<file path="src/hw/rtl/dfsft_ram.sv">
// Generic single-write, single-read RAM with registered read data.
// No dependencies.
module dfsft_ram #(
  parameter int W  = 8,
  parameter int D  = 64,
  parameter int AW = $clog2(D)
) (
  input  logic          clk,
  input  logic          we,
  input  logic [AW-1:0] waddr,
  input  logic [W-1:0]  wdata,
  input  logic [AW-1:0] raddr,
  output logic [W-1:0]  rdata
);
  logic [W-1:0] mem [D];

  always_ff @(posedge clk) begin
    if (we) begin
      mem[waddr] <= wdata;
    end
    rdata <= mem[raddr];
  end
endmodule

</file>
<file path="config.mk">
export PLATFORM = sky130hd
export DESIGN_NAME = dfsft_ram
export DESIGN_NICKNAME = d
export VERILOG_FILES = /design/src/hw/rtl/dfsft_ram.sv
export SDC_FILE = /design/constraint.sdc
export NUM_CORES = 1
export LEC_CHECK = 0
export ABC_AREA = 1
export BUFFER_PORTS_ARGS = -buffer_cell sky130_fd_sc_hd__buf_2
export CAP_MARGIN = 20
export CORE_ASPECT_RATIO = 0.75
export CORE_UTILIZATION = 65
export CTS_CLUSTER_DIAMETER = 150
export CTS_CLUSTER_SIZE = 30
export DETAILED_ROUTE_END_ITERATION = 7
export PLACE_DENSITY = 0.82
export SETUP_SLACK_MARGIN = 0.1
export SLEW_MARGIN = 40
export SYNTH_ARGS = -nofsm -noshare
export SYNTH_HDL_FRONTEND = slang
export SYNTH_SLANG_ARGS = --single-unit
</file>
<file path="constraint.sdc">
create_clock -name clk -period 4.55 [get_ports clk]
set_input_delay 0.455 -clock clk [delete_from_list [all_inputs] [get_ports clk]]
set_output_delay 0.455 -clock clk [all_outputs]
set_load 0.01 [all_outputs]
</file>
==> impl.org <==
** Pwr
- Int Pwr :: 0.00631 W
- Clk pwr share :: 0.275
- In this run the power spent charging and discharging nets is 0.00185 W.
- Leakage dissipation :: approximately 8 nW
- VDD sags by at most 0.287 mV.
- For this design the ratio of total power to cell area is 370 nW/um2.
- Share of total power consumed by net switching :: 0.227
- Of the total power, combinational logic draws 0.074.
- Of the total power, registers draw 0.650.

** Routing
- Remaining antenna violation count :: 0
- Routed wire length per instance :: 22.8 um
- Wires add up to 50700 um.
- Drt drc :: 0
- The first detailed-routing pass ran for 6 iterations.
- The final route contains approximately 14000 vias.
- The first routing iteration left 2182 violations.
- Routed vias/inst :: between 6 and 7

** Final layout
- Fraction of final layout cells sized beyond drive strength 1 :: 0.0495
- Nets@finish :: between 1500 and 2000
- Final core area utilization :: 0.682
- Summing all non-filler instances in the final layout gives an area of 22100 um2.
- Area overhead of the layout relative to synthesis :: 3.53%

** Clocking
- Post-CTS repair timing setup buffer count :: 0
- TritonCTS built the clock tree.
- In this run, post-CTS repair resized a total of 0 instances.
- The clock drives 520 sinks.
- Counting the buffers created by CTS gives 21.
- In this run the number of H-tree levels came out at 1.
- In this run, post-CTS hold repair placed 0 buffers.
- Max Root-Sink Buffers :: 3
- Clock latency on the worst-skew pair, taken at its later pin, is 0.56 ns.
- The root buffer cell chosen for the clock tree is sky130_fd_sc_hd__clkbuf_16.
- Register clock-pin slew on the reported worst setup and hold paths :: around 0.12 ns

** Global routing
- The first global-routing pass estimated 77200 um of wire.
- The total overflow left after global routing is 0.
- In the global route stage, overall resource usage came out at 0.305.
- Number of antenna violations at the first check in global routing :: 1
- The number of global-route vias before repair is 13300.
- Pin count of the biggest net entering global routing :: 207

** Floorplanning
- For this design the top-level I/O count stands at 30.
- The floorplan has 57 rows.
- Full die area :: 33600 um2
- Overall die height :: between 150 and 200 um
- Die width :: 211 um
- Effective utilization at floorplan :: 0.659
- After floorplanning, the core was sized to cover 32400 um2.

** Synthesis
- Async set-reset flop share out of synthesis :: 0
- Cell type with the largest total area after synthesis :: sky130_fd_sc_hd__edfxtp_1
- Synthesis instantiated 16 different standard cells from the library.
- The cell area that synthesis handed to floorplanning was around 21000 um2.
- For this run, the register share of the synthesized area comes to 0.728.
- Cell types occupying the most area after synthesis :: sky130_fd_sc_hd__edfxtp_1 72%, sky130_fd_sc_hd__nand2_1 11%, sky130_fd_sc_hd__nand3_1 10%
- Of the post-synthesis cell area, the dominant cell type holds 0.720.
- For this run, the number of Yosys warnings is 0.
- Synthesis produced a netlist with a net count of about 1800.
- In this run, synthesis inferred approximately 510 flip-flops with an integrated enable.
- Among all flip-flop cells after synthesis, the most frequent one is sky130_fd_sc_hd__edfxtp_1.
- Synthesis produced 1805 cells.
- Synthesis inferred 520 register bits.
- Synthesized area per cell :: between 10 and 15 um2

** Worst setup path
- Endpoint arrival time on the critical path :: ~3.0 ns
- The worst setup path is captured at a flop.
- Startpoint-to-endpoint class of the critical path :: in -> reg
- Data required time of the critical path :: 5.05 ns
- Largest fanout of any net on the critical path :: 127
- Startpoint type of the worst setup path :: primary input

** STA
- Setup repair after global routing left no endpoint under its margin.
- Transition time at the pin with the least slew margin :: around 0.92 ns
- Post-route clock period utilization :: 0.540
- Worst hold slack :: 0.278 ns
- The count of pins over their slew limit was 0.
- For the final routed database, the setup TNS stands at 0 ns.
- Clock skew on the completed layout was measured at 0.0311 ns.
- Worst max-slew margin expressed relative to the limit :: 0.386
- Counting I/O delays and the setup requirement, the final critical path takes roughly 2.5 ns.
- Final WS setup :: 2.09 ns
- Final count of hold timing violations :: 0
- Timing would allow up to 407 MHz.
- Setup violations remaining at the end of the flow were counted as 0.

** Placement
- Buffers placed on the I/O ports in this run total 29.
- Worst setup slack before clock tree synthesis :: 1.53 ns
- After legalization and detailed placement, the total HPWL measured 28700 um.
- After detailed placement, the total cell area comes to 21500 um2.
- Final RePlAce weighted congestion :: 0.906

** Job
- Max-cap violations :: 0

** Worst hold path
- Path type of the worst min-delay path :: in -> reg

** Status
- Outcome :: finished clean
## power by group through the flow
stage | registers [W] | logic [W] | clock network, W
after floorplan | 0.00542 | 0.000373 | 0
after global placement | 0.00542 | 0.000571 | 0
after detailed placement | 0.00542 | 0.000586 | 0
after CTS | 0.00531 | 0.000591 | 0.00225
after global routing | 0.00531 | 0.000655 | 0.00239
final | 0.00531 | 0.000608 | 0.00225
## kinds of logic after synthesis
kind of cell | count (synthesis) | share of synthesized area
buffers and inverters | 125 | 0.0402
DFF | 520 | 0.728
and+or+nand+nor | 1160 | 0.232
## per-layer routing
| metal | up-vias | GRT usage | share of wire |
|---|---|---|---|
| met5 | - | 0 | 0 |
| met4 | 0 | 0.0853 | 0.026 |
| met3 | 114 | 0.0647 | 0.13 |
| met2 | 961 | 0.473 | 0.47 |
| met1 | 6677 | 0.443 | 0.38 |
| li1 | 6237 | - | - |
## placed cells by master, fill, tap and decap left out
cell                          n
sky130_fd_sc_hd__nor2_2       8
sky130_fd_sc_hd__buf_12       3
sky130_fd_sc_hd__inv_16       1
sky130_fd_sc_hd__edfxtp_1   512
sky130_fd_sc_hd__nor4_1       8
sky130_fd_sc_hd__clkbuf_1     8
sky130_fd_sc_hd__clkbuf_16   21
sky130_fd_sc_hd__inv_8        1
sky130_fd_sc_hd__nand3_1    439
sky130_fd_sc_hd__buf_16       1
sky130_fd_sc_hd__nand2_1    648
sky130_fd_sc_hd__buf_6        2
sky130_fd_sc_hd__inv_1        8
sky130_fd_sc_hd__inv_4        2
sky130_fd_sc_hd__buf_4       21
sky130_fd_sc_hd__inv_2        1
sky130_fd_sc_hd__dfxtp_1      8
sky130_fd_sc_hd__diode_2      1
sky130_fd_sc_hd__nand4_1      9
sky130_fd_sc_hd__nor2_1      48
sky130_fd_sc_hd__buf_2       27
## registers in the layout, summed over array words and instances (netlist names)
| name | cells |
|---|---|
| rdata | 8 |
| mem | 512 |
## cell usage after synthesis, types with 8 or more instances
library cell and instances:
sky130_fd_sc_hd__nand4_1 9, sky130_fd_sc_hd__inv_1 10, sky130_fd_sc_hd__dfxtp_1 8, sky130_fd_sc_hd__nand3_1 439
sky130_fd_sc_hd__clkbuf_1 15, sky130_fd_sc_hd__nor2_1 56, sky130_fd_sc_hd__buf_2 37, sky130_fd_sc_hd__buf_4 14
sky130_fd_sc_hd__buf_1 10, sky130_fd_sc_hd__nand2_1 648, sky130_fd_sc_hd__edfxtp_1 512, sky130_fd_sc_hd__nor4_1 8
sky130_fd_sc_hd__buf_6 35
## worst max-delay path, stage by stage
cell                      delay [ns]
sky130_fd_sc_hd__buf_6          0.20
sky130_fd_sc_hd__inv_8          0.59
sky130_fd_sc_hd__buf_12         0.46
sky130_fd_sc_hd__nand2_1        0.09
sky130_fd_sc_hd__nand3_1        0.10
sky130_fd_sc_hd__nand3_1        0.15
sky130_fd_sc_hd__nand2_1        0.11
sky130_fd_sc_hd__nand2_1        0.07
sky130_fd_sc_hd__nand3_1        0.18
sky130_fd_sc_hd__nand3_1        0.26
sky130_fd_sc_hd__nand2_1        0.14
## area by class of cell
type | count | area, um2
Sequential cell | 520 | 15500
Fill cell | 2299 | 10300
Tap cell | 442 | 553
Clock buffer | 29 | 556
Timing Repair Buffer | 54 | 403
Antenna cell | 1 | 2.50
Clock inverter | 1 | 20.0
Multi-Input combinational cell | 1160 | 4970
Inverter | 12 | 57.6
## path summary, 6_finish.rpt
| check | from | end | slack [ns] | cells after the start |
|---|---|---|---|---|
| worst max-delay path | raddr[0] | rdata[1] | 2.09 | 11 |
| worst min register to register | mem[52][4] | rdata[4] | 0.81 | 8 |
| worst min-delay path | raddr[5] | rdata[4] | 0.28 | 3 |
| worst max register to register | mem[19][1] | rdata[1] | 2.99 | 8 |
## per-stage QoR
step,cells,power (W)
floorplan,1805,0.00579
global placement,2187,0.00599
detailed placement,2187,0.00600
CTS,2217,0.00815
global route,2219,0.00835
finish,2219,0.00817
Note: power is estimated with default switching activity, not from simulation.
